==> config.mk <==
export PLATFORM = sky130hd
export DESIGN_NAME = lru_key_value_cache_flat
export DESIGN_NICKNAME = d
export VERILOG_FILES = /design/src/rtl/lkv_pkg.sv /design/src/rtl/lkv_in_if.sv /design/src/rtl/lkv_out_if.sv /design/src/rtl/lkv_cell.sv /design/src/rtl/lru_key_value_cache.sv /design/src/flat_wrapper.sv
export SDC_FILE = /design/constraint.sdc
export NUM_CORES = 2
export LEC_CHECK = 0
export ABC_AREA = 1
export BUFFER_PORTS_ARGS = -buffer_cell sky130_fd_sc_hd__buf_2
export CAP_MARGIN = 20
export CORE_ASPECT_RATIO = 0.75
export CORE_MARGIN = 8
export CORE_UTILIZATION = 57
export DETAILED_ROUTE_END_ITERATION = 7
export PLACE_DENSITY = 0.75
export SYNTH_ARGS = -nofsm -noshare
export SYNTH_HDL_FRONTEND = slang
export SYNTH_HIERARCHICAL = 1
export SYNTH_SLANG_ARGS = --single-unit
==> constraint.sdc <==
create_clock -name clk -period 5.6 [get_ports clk]
set_input_delay 0.56 -clock clk [delete_from_list [all_inputs] [get_ports clk]]
set_output_delay 0.56 -clock clk [all_outputs]
set_load 0.02 [all_outputs]
==> src/rtl/lkv_pkg.sv <==
// ----------------------------------------------------------------------------
// lkv_pkg
// Shared types and constants of the LRU key-value cache: field widths,
// operation codes, register map, controller states and the cell command.
// ----------------------------------------------------------------------------
package lkv_pkg;

  localparam int LKV_MAX_ENTRIES = 16;
  localparam int KEY_W           = 32;
  localparam int VAL_W           = 32;
  localparam int CAP_W           = 5;
  localparam int PADDR_W         = 3;
  localparam int PDATA_W         = 32;

  localparam logic [CAP_W-1:0]         CAP_RESET    = 5'd16;
  localparam logic signed [VAL_W-1:0]  MISS_VALUE   = -32'sd1;
  localparam logic [PADDR_W-3:0]       REG_CAPACITY = 1'b0;

  typedef enum logic {
    OP_GET = 1'b0,
    OP_PUT = 1'b1
  } op_t;

  typedef enum logic [1:0] {
    ST_IDLE,
    ST_LOOK,
    ST_UPD
  } state_t;

  typedef struct packed {
    logic look;
    logic update;
    logic hit;
    logic is_put;
    logic evict;
  } cell_cmd_t;

endpackage

==> src/rtl/lkv_in_if.sv <==
// ----------------------------------------------------------------------------
// lkv_in_if
// Request channel of the LRU key-value cache: one get or put per transaction.
// ----------------------------------------------------------------------------
interface lkv_in_if
  import lkv_pkg::*;
();
  logic                     valid;
  logic                     ready;
  logic                     opcode;
  logic signed [KEY_W-1:0]  lookup_key;
  logic signed [VAL_W-1:0]  write_value;

  modport source (output valid, output opcode, output lookup_key, output write_value,
                  input ready);
  modport sink   (input valid, input opcode, input lookup_key, input write_value,
                  output ready);
endinterface

==> src/rtl/lkv_out_if.sv <==
// ----------------------------------------------------------------------------
// lkv_out_if
// Response channel of the LRU key-value cache: one result per request.
// ----------------------------------------------------------------------------
interface lkv_out_if
  import lkv_pkg::*;
();
  logic                     valid;
  logic                     ready;
  logic                     hit;
  logic signed [VAL_W-1:0]  read_value;
  logic                     evicted;
  logic signed [KEY_W-1:0]  evicted_key;

  modport source (output valid, output hit, output read_value, output evicted,
                  output evicted_key, input ready);
  modport sink   (input valid, input hit, input read_value, input evicted,
                  input evicted_key, output ready);
endinterface

==> src/rtl/lkv_cell.sv <==
// ----------------------------------------------------------------------------
// lkv_cell
// One cache slot: key, value and recency rank. Compares the broadcast key,
// passes the hit and victim data down the chain and applies the update.
// ----------------------------------------------------------------------------
module lkv_cell
  import lkv_pkg::*;
#(
  parameter int RANK_W = 4,
  parameter int CNT_W  = 5,
  parameter int INDEX  = 0
) (
  input  logic                     clk,
  input  logic                     rst_n,
  input  cell_cmd_t                cmd,
  input  logic signed [KEY_W-1:0]  key_in,
  input  logic signed [VAL_W-1:0]  value_in,
  input  logic [CNT_W-1:0]         count,
  input  logic [RANK_W-1:0]        hit_rank,
  input  logic                     hit_prev,
  input  logic signed [VAL_W-1:0]  value_prev,
  input  logic [RANK_W-1:0]        rank_prev,
  input  logic signed [KEY_W-1:0]  vkey_prev,
  output logic                     hit_next,
  output logic signed [VAL_W-1:0]  value_next,
  output logic [RANK_W-1:0]        rank_next,
  output logic signed [KEY_W-1:0]  vkey_next
);

  logic                     valid_r;
  logic signed [KEY_W-1:0]  key_r;
  logic signed [VAL_W-1:0]  value_r;
  logic [RANK_W-1:0]        rank_r;
  logic                     match_r;
  logic                     victim_r;

  logic                     match;
  logic                     victim;
  logic                     is_free;
  logic                     target;
  logic [CNT_W-1:0]         last;

  assign last    = count - CNT_W'(1);
  assign match   = valid_r && (key_r == key_in);
  assign victim  = valid_r && (rank_r == last[RANK_W-1:0]);
  assign is_free = (count == CNT_W'(INDEX));
  assign target  = cmd.evict ? victim_r : is_free;

  assign hit_next   = hit_prev | match;
  assign value_next = value_prev | (match ? value_r : '0);
  assign rank_next  = rank_prev | (match ? rank_r : '0);
  assign vkey_next  = vkey_prev | (victim ? key_r : '0);

  always_ff @(posedge clk) begin
    if (!rst_n) begin
      valid_r <= 1'b0;
    end else if (cmd.update && !cmd.hit && cmd.is_put && target) begin
      valid_r <= 1'b1;
    end
  end

  always_ff @(posedge clk) begin
    if (cmd.look) begin
      match_r  <= match;
      victim_r <= victim;
    end
    if (cmd.update) begin
      if (cmd.hit) begin
        if (match_r) begin
          rank_r <= '0;
          if (cmd.is_put) begin
            value_r <= value_in;
          end
        end else if (valid_r && (rank_r < hit_rank)) begin
          rank_r <= rank_r + RANK_W'(1);
        end
      end else if (cmd.is_put) begin
        if (target) begin
          key_r   <= key_in;
          value_r <= value_in;
          rank_r  <= '0;
        end else if (valid_r) begin
          rank_r <= rank_r + RANK_W'(1);
        end
      end
    end
  end

endmodule

==> src/rtl/lru_key_value_cache.sv <==
// ----------------------------------------------------------------------------
// lru_key_value_cache
// Fully associative key-value cache with least-recently-used replacement.
// ----------------------------------------------------------------------------
// Each request goes through a lookup cycle, in which every cell compares
// its key with the request and the hit and victim data ripple down the row of
// cells, and an update cycle in which the recency ranks, the stored entry and
// the occupancy change; a new request is taken in that update cycle, so the
// cache takes a new request only once the last has reached its update. A result that is not
// taken holds the update cycle until the response register frees. The
// capacity register sits at byte address 0 of the configuration port.
module lru_key_value_cache
  import lkv_pkg::*;
#(
  parameter int MAX_ENTRIES = LKV_MAX_ENTRIES
) (
  input  logic                clk,
  input  logic                rst_n,
  lkv_in_if.sink              in_chan,
  lkv_out_if.source           out_chan,
  input  logic                psel,
  input  logic                penable,
  input  logic                pwrite,
  input  logic [PADDR_W-1:0]  paddr,
  input  logic [PDATA_W-1:0]  pwdata,
  output logic [PDATA_W-1:0]  prdata,
  output logic                pready
);

  localparam int RANK_W = (MAX_ENTRIES > 1) ? $clog2(MAX_ENTRIES) : 1;
  localparam int CNT_W  = $clog2(MAX_ENTRIES + 1);
  localparam int CMP_W  = (CNT_W > CAP_W) ? CNT_W : CAP_W;

  state_t                   state_r, state_nxt;
  op_t                      op_r;
  logic signed [KEY_W-1:0]  key_r;
  logic signed [VAL_W-1:0]  wval_r;
  logic                     hit_r;
  logic signed [VAL_W-1:0]  hit_value_r;
  logic [RANK_W-1:0]        hit_rank_r;
  logic signed [KEY_W-1:0]  vkey_r;
  logic [CNT_W-1:0]         count_r;
  logic [CAP_W-1:0]         cap_r;

  logic                     out_valid_r;
  logic                     out_hit_r;
  logic signed [VAL_W-1:0]  out_value_r;
  logic                     out_evicted_r;
  logic signed [KEY_W-1:0]  out_vkey_r;

  cell_cmd_t                cmd;
  logic                     out_free;
  logic                     accept;
  logic                     evict;
  logic [CMP_W-1:0]         cap_ext;
  logic [CMP_W-1:0]         eff_cap;
  logic                     cfg_write;

  logic                     hit_ch   [MAX_ENTRIES+1];
  logic signed [VAL_W-1:0]  value_ch [MAX_ENTRIES+1];
  logic [RANK_W-1:0]        rank_ch  [MAX_ENTRIES+1];
  logic signed [KEY_W-1:0]  vkey_ch  [MAX_ENTRIES+1];

  assign out_free = !out_valid_r || out_chan.ready;

  always_comb begin
    cap_ext = CMP_W'(cap_r);
    if (cap_ext == '0) begin
      eff_cap = CMP_W'(1);
    end else if (cap_ext > CMP_W'(MAX_ENTRIES)) begin
      eff_cap = CMP_W'(MAX_ENTRIES);
    end else begin
      eff_cap = cap_ext;
    end
  end

  assign evict = (op_r == OP_PUT) && !hit_r && (CMP_W'(count_r) >= eff_cap);

  always_comb begin
    state_nxt = state_r;
    unique case (state_r)
      ST_IDLE: begin
        if (in_chan.valid) state_nxt = ST_LOOK;
      end
      ST_LOOK: begin
        state_nxt = ST_UPD;
      end
      ST_UPD: begin
        if (out_free) state_nxt = in_chan.valid ? ST_LOOK : ST_IDLE;
      end
      default: state_nxt = ST_IDLE;
    endcase
  end

  always_comb begin
    cmd            = '0;
    cmd.hit        = hit_r;
    cmd.is_put     = (op_r == OP_PUT);
    cmd.evict      = evict;
    in_chan.ready  = 1'b0;
    unique case (state_r)
      ST_IDLE: begin
        in_chan.ready = 1'b1;
      end
      ST_LOOK: begin
        cmd.look = 1'b1;
      end
      ST_UPD: begin
        cmd.update    = out_free;
        in_chan.ready = out_free;
      end
      default: begin
        in_chan.ready = 1'b0;
      end
    endcase
  end

  assign accept = in_chan.valid && in_chan.ready;

  always_ff @(posedge clk) begin
    if (!rst_n) begin
      state_r <= ST_IDLE;
    end else begin
      state_r <= state_nxt;
    end
  end

  always_ff @(posedge clk) begin
    if (accept) begin
      op_r   <= op_t'(in_chan.opcode);
      key_r  <= in_chan.lookup_key;
      wval_r <= in_chan.write_value;
    end
    if (cmd.look) begin
      hit_r       <= hit_ch[MAX_ENTRIES];
      hit_value_r <= value_ch[MAX_ENTRIES];
      hit_rank_r  <= rank_ch[MAX_ENTRIES];
      vkey_r      <= vkey_ch[MAX_ENTRIES];
    end
  end

  always_ff @(posedge clk) begin
    if (!rst_n) begin
      count_r <= '0;
    end else if (cmd.update && (op_r == OP_PUT) && !hit_r && !evict) begin
      count_r <= count_r + CNT_W'(1);
    end
  end

  assign hit_ch[0]   = 1'b0;
  assign value_ch[0] = '0;
  assign rank_ch[0]  = '0;
  assign vkey_ch[0]  = '0;

  for (genvar i = 0; i < MAX_ENTRIES; i++) begin : g_cell
    lkv_cell #(
      .RANK_W (RANK_W),
      .CNT_W  (CNT_W),
      .INDEX  (i)
    ) u_cell (
      .clk        (clk),
      .rst_n      (rst_n),
      .cmd        (cmd),
      .key_in     (key_r),
      .value_in   (wval_r),
      .count      (count_r),
      .hit_rank   (hit_rank_r),
      .hit_prev   (hit_ch[i]),
      .value_prev (value_ch[i]),
      .rank_prev  (rank_ch[i]),
      .vkey_prev  (vkey_ch[i]),
      .hit_next   (hit_ch[i+1]),
      .value_next (value_ch[i+1]),
      .rank_next  (rank_ch[i+1]),
      .vkey_next  (vkey_ch[i+1])
    );
  end

  always_ff @(posedge clk) begin
    if (!rst_n) begin
      out_valid_r <= 1'b0;
    end else if (cmd.update) begin
      out_valid_r <= 1'b1;
    end else if (out_chan.ready) begin
      out_valid_r <= 1'b0;
    end
  end

  always_ff @(posedge clk) begin
    if (cmd.update) begin
      out_hit_r     <= hit_r;
      out_evicted_r <= evict;
      out_vkey_r    <= evict ? vkey_r : '0;
      if (op_r == OP_PUT) begin
        out_value_r <= '0;
      end else begin
        out_value_r <= hit_r ? hit_value_r : MISS_VALUE;
      end
    end
  end

  assign out_chan.valid       = out_valid_r;
  assign out_chan.hit         = out_hit_r;
  assign out_chan.read_value  = out_value_r;
  assign out_chan.evicted     = out_evicted_r;
  assign out_chan.evicted_key = out_vkey_r;

  assign pready    = 1'b1;
  assign cfg_write = psel && penable && pwrite;

  always_ff @(posedge clk) begin
    if (!rst_n) begin
      cap_r <= CAP_RESET;
    end else if (cfg_write && (paddr[PADDR_W-1:2] == REG_CAPACITY)) begin
      cap_r <= pwdata[CAP_W-1:0];
    end
  end

  always_comb begin
    prdata = '0;
    if (paddr[PADDR_W-1:2] == REG_CAPACITY) begin
      prdata = PDATA_W'(cap_r);
    end
  end

endmodule
==> src/flat_wrapper.sv <==
// flat-port wrapper written by rule: the top's interface ports become plain ports
module lru_key_value_cache_flat import lkv_pkg::*;
#(
  parameter int MAX_ENTRIES = LKV_MAX_ENTRIES
)
  (clk, rst_n, psel, penable, pwrite, paddr, pwdata, prdata, pready, in_chan_valid, in_chan_opcode, in_chan_lookup_key, in_chan_write_value, in_chan_ready, out_chan_valid, out_chan_hit, out_chan_read_value, out_chan_evicted, out_chan_evicted_key, out_chan_ready);
  lkv_in_if in_chan_i ();
  lkv_out_if out_chan_i ();
  input  logic clk;
  input  logic rst_n;
  input  logic psel;
  input  logic penable;
  input  logic pwrite;
  input  logic [PADDR_W-1:0] paddr;
  input  logic [PDATA_W-1:0] pwdata;
  output logic [PDATA_W-1:0] prdata;
  output logic pready;
  input wire logic [$bits(in_chan_i.valid)-1:0] in_chan_valid;
  input wire logic [$bits(in_chan_i.opcode)-1:0] in_chan_opcode;
  input wire logic [$bits(in_chan_i.lookup_key)-1:0] in_chan_lookup_key;
  input wire logic [$bits(in_chan_i.write_value)-1:0] in_chan_write_value;
  output wire logic [$bits(in_chan_i.ready)-1:0] in_chan_ready;
  output wire logic [$bits(out_chan_i.valid)-1:0] out_chan_valid;
  output wire logic [$bits(out_chan_i.hit)-1:0] out_chan_hit;
  output wire logic [$bits(out_chan_i.read_value)-1:0] out_chan_read_value;
  output wire logic [$bits(out_chan_i.evicted)-1:0] out_chan_evicted;
  output wire logic [$bits(out_chan_i.evicted_key)-1:0] out_chan_evicted_key;
  input wire logic [$bits(out_chan_i.ready)-1:0] out_chan_ready;
  assign in_chan_i.valid = in_chan_valid;
  assign in_chan_i.opcode = in_chan_opcode;
  assign in_chan_i.lookup_key = in_chan_lookup_key;
  assign in_chan_i.write_value = in_chan_write_value;
  assign in_chan_ready = in_chan_i.ready;
  assign out_chan_valid = out_chan_i.valid;
  assign out_chan_hit = out_chan_i.hit;
  assign out_chan_read_value = out_chan_i.read_value;
  assign out_chan_evicted = out_chan_i.evicted;
  assign out_chan_evicted_key = out_chan_i.evicted_key;
  assign out_chan_i.ready = out_chan_ready;
  lru_key_value_cache #(.MAX_ENTRIES(MAX_ENTRIES)) u_core (.clk(clk), .rst_n(rst_n), .in_chan(in_chan_i), .out_chan(out_chan_i), .psel(psel), .penable(penable), .pwrite(pwrite), .paddr(paddr), .pwdata(pwdata), .prdata(prdata), .pready(pready));
endmodule
==> results by group <==
Run status
  • Status: complete, no violations

Floorplan
  • DIE AREA: 145000 µm²
  • Height of the die: 332 µm
  • Row Count: 116
  • Count of boundary I/O pins: 208
  • Width of the chip: 438 µm
  • Starting utilization of the core area: 0.572
  • Core Box Area: 133000 µm²

Clocking
  • Number of H-tree levels: 4
  • Max Root-Sink Buffers: 3
  • Number of CTS-inserted buffers: 141
  • Buffer count from post-CTS setup fixing: 0
  • CTS clock-pin slew for the worst setup and hold paths: 0.06 ns
  • Count of instances resized after the clock tree is built: 0
  • Clock latency on the worst-skew pair: 0.79 ns
  • Clock Tree Root: sky130_fd_sc_hd__clkbuf_16
  • Clock Sinks: 1349
  • CTS tree: built

Job
  • Number of violations of the max-capacitance limit: 0

STA
  • Worst clock skew: 0.0243 ns
  • Unrepaired setup endpoints after global routing: false
  • Worst-case headroom to the max-slew limit: 0.267
  • Min cycle time layout: 4.89 ns
  • Transition time at the pin with the least slew margin: 1.10 ns
  • Share of the cycle needed by the critical path after routing: 0.874
  • Number of failing hold endpoints at the final stage: 0
  • Finish-stage setup viols: 0
  • Final total negative setup slack: 0 ns
  • Highest clock frequency the design can meet: 0.204 GHz
  • Max-slew violation count: 0

Synthesis
  • Proportion of synthesized flip-flops having asynchronous set or reset: 0
  • Mapped Avg Cell Area: 8.61 µm²
  • Commonest cells in the synthesized netlist: sky130_fd_sc_hd__nand2_1, sky130_fd_sc_hd__inv_1, sky130_fd_sc_hd__edfxtp_1, sky130_fd_sc_hd__nand3_1, sky130_fd_sc_hd__nor2_1
  • Prevailing post-synth register cell: sky130_fd_sc_hd__edfxtp_1
  • FF+latch count, synth: 1349
  • Most frequently used cell type in the post-synthesis netlist: sky130_fd_sc_hd__nand2_1
  • Biggest area contributors in the synthesized netlist: sky130_fd_sc_hd__edfxtp_1, sky130_fd_sc_hd__nand2_1, sky130_fd_sc_hd__inv_1, sky130_fd_sc_hd__nand3_1, sky130_fd_sc_hd__nor2_1
  • Synthesized instance count: 8831
  • Post-synth top area cell: sky130_fd_sc_hd__edfxtp_1
  • Share of the synthesized area in the top cell type: 0.521
  • Sequential area share after synthesis: 0.529
  • Number of warnings issued by yosys: 6
  • Number of synthesized flops with an enable pin: 1320
  • Number of distinct standard cells referenced by the synthesized netlist: 46
  • Cell area after synthesis: 76100 µm²

Worst setup path
  • Crit path DAT: 5.43 ns
  • Critical Path Source Type: flop
  • Max incr delay on CP: 0.66 ns
  • Worst-path maximum fanout: 33
  • Critical path type: reg2reg
  • Critical Path End Type: flop
  • Slowest-stage cell, CP: sky130_fd_sc_hd__dfxtp_1
  • Data required time at the worst endpoint: 6.14 ns

Min path
  • Class of the tightest hold or removal check: in2reg

Cells and area
  • Layout cell share with drive strength beyond 1: 0.101
  • Filler instances: 11.0k
  • Number of standard cells in the final layout excluding fillers: 11.1k
  • Final core utilization: 0.633
  • # nets final: 9414
  • Area delta synth->final: 10.7%

Global route
  • Met3 GRT Util: 0.0554
  • Wire length of the first global-routing pass: 343000 µm
  • Pin count of the biggest net entering global routing: 67
  • Global routing usage on met1: 0.462
  • Antenna violations before repair: 5
  • Global-route usage over all layers: 0.304
  • GR peak layer: met1
  • Number of global-route vias before repair: 56.9k
  • Met2 track demand over resource: 0.447
  • Residual overflow from global routing: 0

Route
  • Final WL: 228000 µm
  • Number of design rule violations left after detail routing: 0
  • Post-route antenna net violation count: 0
  • Vias after detailed routing: 60.6k
  • Via-to-Cell Ratio: 5.46
  • Drt wl/cell: 20.6 µm
  • Detailed Route Iter0 Violations: 7837
  • Router iterations before antenna repair: 6

Pwr
  • Cell Pwr Density: 271 nW/µm²
  • Static leakage power: 38.9 nW
  • Peak VDD IR: 0.000331 V

Placed design
  • Port Buffers: 150
  • Cells after DPL: 10.8k
  • Placer Congestion: 0.972
  • DP Wirelength: 161000 µm
==> area by class of cell <==
cell class	count	area, µm²	area share
flip-flops and latches	1349	40200	0.478
inverters	2060	7740	0.0920
clock inverters	88	748	0.00889
diodes	1	2.50	0.0000297
multi-input cells	5306	27000	0.321
clock buffers	168	3690	0.0439
well taps	1770	2210	0.0263
repair buffers	351	2570	0.0306
==> layout by cell type, fill, tap and decap left out, types with 28 or more instances in the layout <==
cell	instances
sky130_fd_sc_hd__nand2_2	42
sky130_fd_sc_hd__edfxtp_1	1320
sky130_fd_sc_hd__nor2_4	50
sky130_fd_sc_hd__nand3_1	876
sky130_fd_sc_hd__inv_2	28
sky130_fd_sc_hd__buf_4	125
sky130_fd_sc_hd__nand3_2	198
sky130_fd_sc_hd__or2_2	49
sky130_fd_sc_hd__conb_1	97
sky130_fd_sc_hd__nor3_1	48
sky130_fd_sc_hd__o21bai_1	132
sky130_fd_sc_hd__clkbuf_16	143
sky130_fd_sc_hd__o211ai_1	32
sky130_fd_sc_hd__xor2_1	50
sky130_fd_sc_hd__a21oi_1	87
sky130_fd_sc_hd__nand2_1	2386
sky130_fd_sc_hd__buf_2	150
sky130_fd_sc_hd__clkinv_1	31
sky130_fd_sc_hd__dlygate4sd3_1	65
sky130_fd_sc_hd__nand4_1	143
sky130_fd_sc_hd__inv_1	2023
sky130_fd_sc_hd__a21boi_0	31
sky130_fd_sc_hd__o21ai_0	126
sky130_fd_sc_hd__nor2_1	577
sky130_fd_sc_hd__clkinv_2	33
sky130_fd_sc_hd__ha_1	98
sky130_fd_sc_hd__xnor2_1	135
==> flip-flops by register name (all words and copies together) (netlist names), 2 cells and up <==
signal and cells:
u_core/g_cell.u_cell/key_r 512, u_core/g_cell.u_cell/value_r 512, u_core/g_cell.u_cell/rank_r 64, u_core/hit_value_r 32
u_core/key_r 32, u_core/out_chan.evicted_key 32, u_core/out_chan.read_value 32, u_core/vkey_r 32
u_core/wval_r 32, u_core/g_cell.u_cell/match_r 16, u_core/g_cell.u_cell/valid_r 16, u_core/g_cell.u_cell/victim_r 16
u_core/cap_ext 5, u_core/count_r 5, u_core/hit_rank_r 4, u_core/state_r 2
==> worst max-delay path, delay by kind of cell (launching register included) <==
kind | cells | cell delay [ns]
xor+xnor | 2 | 0.43
compound gates | 5 | 0.99
buf+inv | 12 | 1.23
fa+ha+maj | 1 | 0.24
flops | 1 | 0.66
simple gates | 13 | 1.06
==> repair_timing <==
| action | 4_1_cts | 5_1_grt |
|---|---|---|
| hold buffers | 65 | 0 |
| endpoints found under the hold margin | 65 | 0 |
| setup endpoints to repair | 0 | 0 |
==> report_power, final <==
part | internal [mW] | switching, mW | total [mW]
clock network | 5.12 | 4.09 | 9.21
logic | 0.573 | 1.43 | 2.00
registers | 11.3 | 0.286 | 11.6
==> path summary, 6_finish.rpt <==
kind	startpoint	end	slack (ns)	cells past startpoint
setup / recovery	u_core/count_r[1]$_SDFFE_PN0P_	u_core/vkey_r[1]$_DFFE_PP_	0.71	33
hold / removal	pwdata[4]	u_core/cap_ext[4]$_SDFFE_PN1P_	0.05	3
setup reg to reg	u_core/count_r[1]$_SDFFE_PN0P_	u_core/vkey_r[1]$_DFFE_PP_	0.71	33
hold reg to reg	u_core/state_r[0]$_SDFFE_PN0P_	u_core/state_r[1]$_SDFFE_PN0P_	0.50	1
==> logic make-up (layout without fill, tap and decap cells) <==
family          Yosys count  count (layout)  synth area share
compound gates          423             423            0.0345
fa+ha+maj                98              98            0.0161
other cells               2              98         0.0000987
buf+inv                2271            2667             0.124
xor+xnor                196             196            0.0226
flops                  1349            1349             0.529
simple gates           4492            4492             0.274
==> metal layers <==
metal  share of wire  wire, µm  up-vias
met4           0.029      6570        2
met1            0.43     98500    28378
met5        0.000066        15        -
li1                -         -    28523
met2            0.42     96100     3320
met3            0.12     26900      381
==> through the flow <==
step | setup slack, ns | area, µm² | hold slack (ns) | total power, mW
floorplan | 0.0387 | 76400 | 0.459 | 12.9
global placement | 0.878 | 78900 | 0.473 | 13.7
detailed placement | 0.886 | 79000 | 0.498 | 13.7
CTS | 0.856 | 84100 | 0.00197 | 22.9
global route | 0.405 | 84200 | 0.0390 | 23.5
finish | 0.706 | 84200 | 0.0531 | 22.8
(Power assumes the default switching activity.)
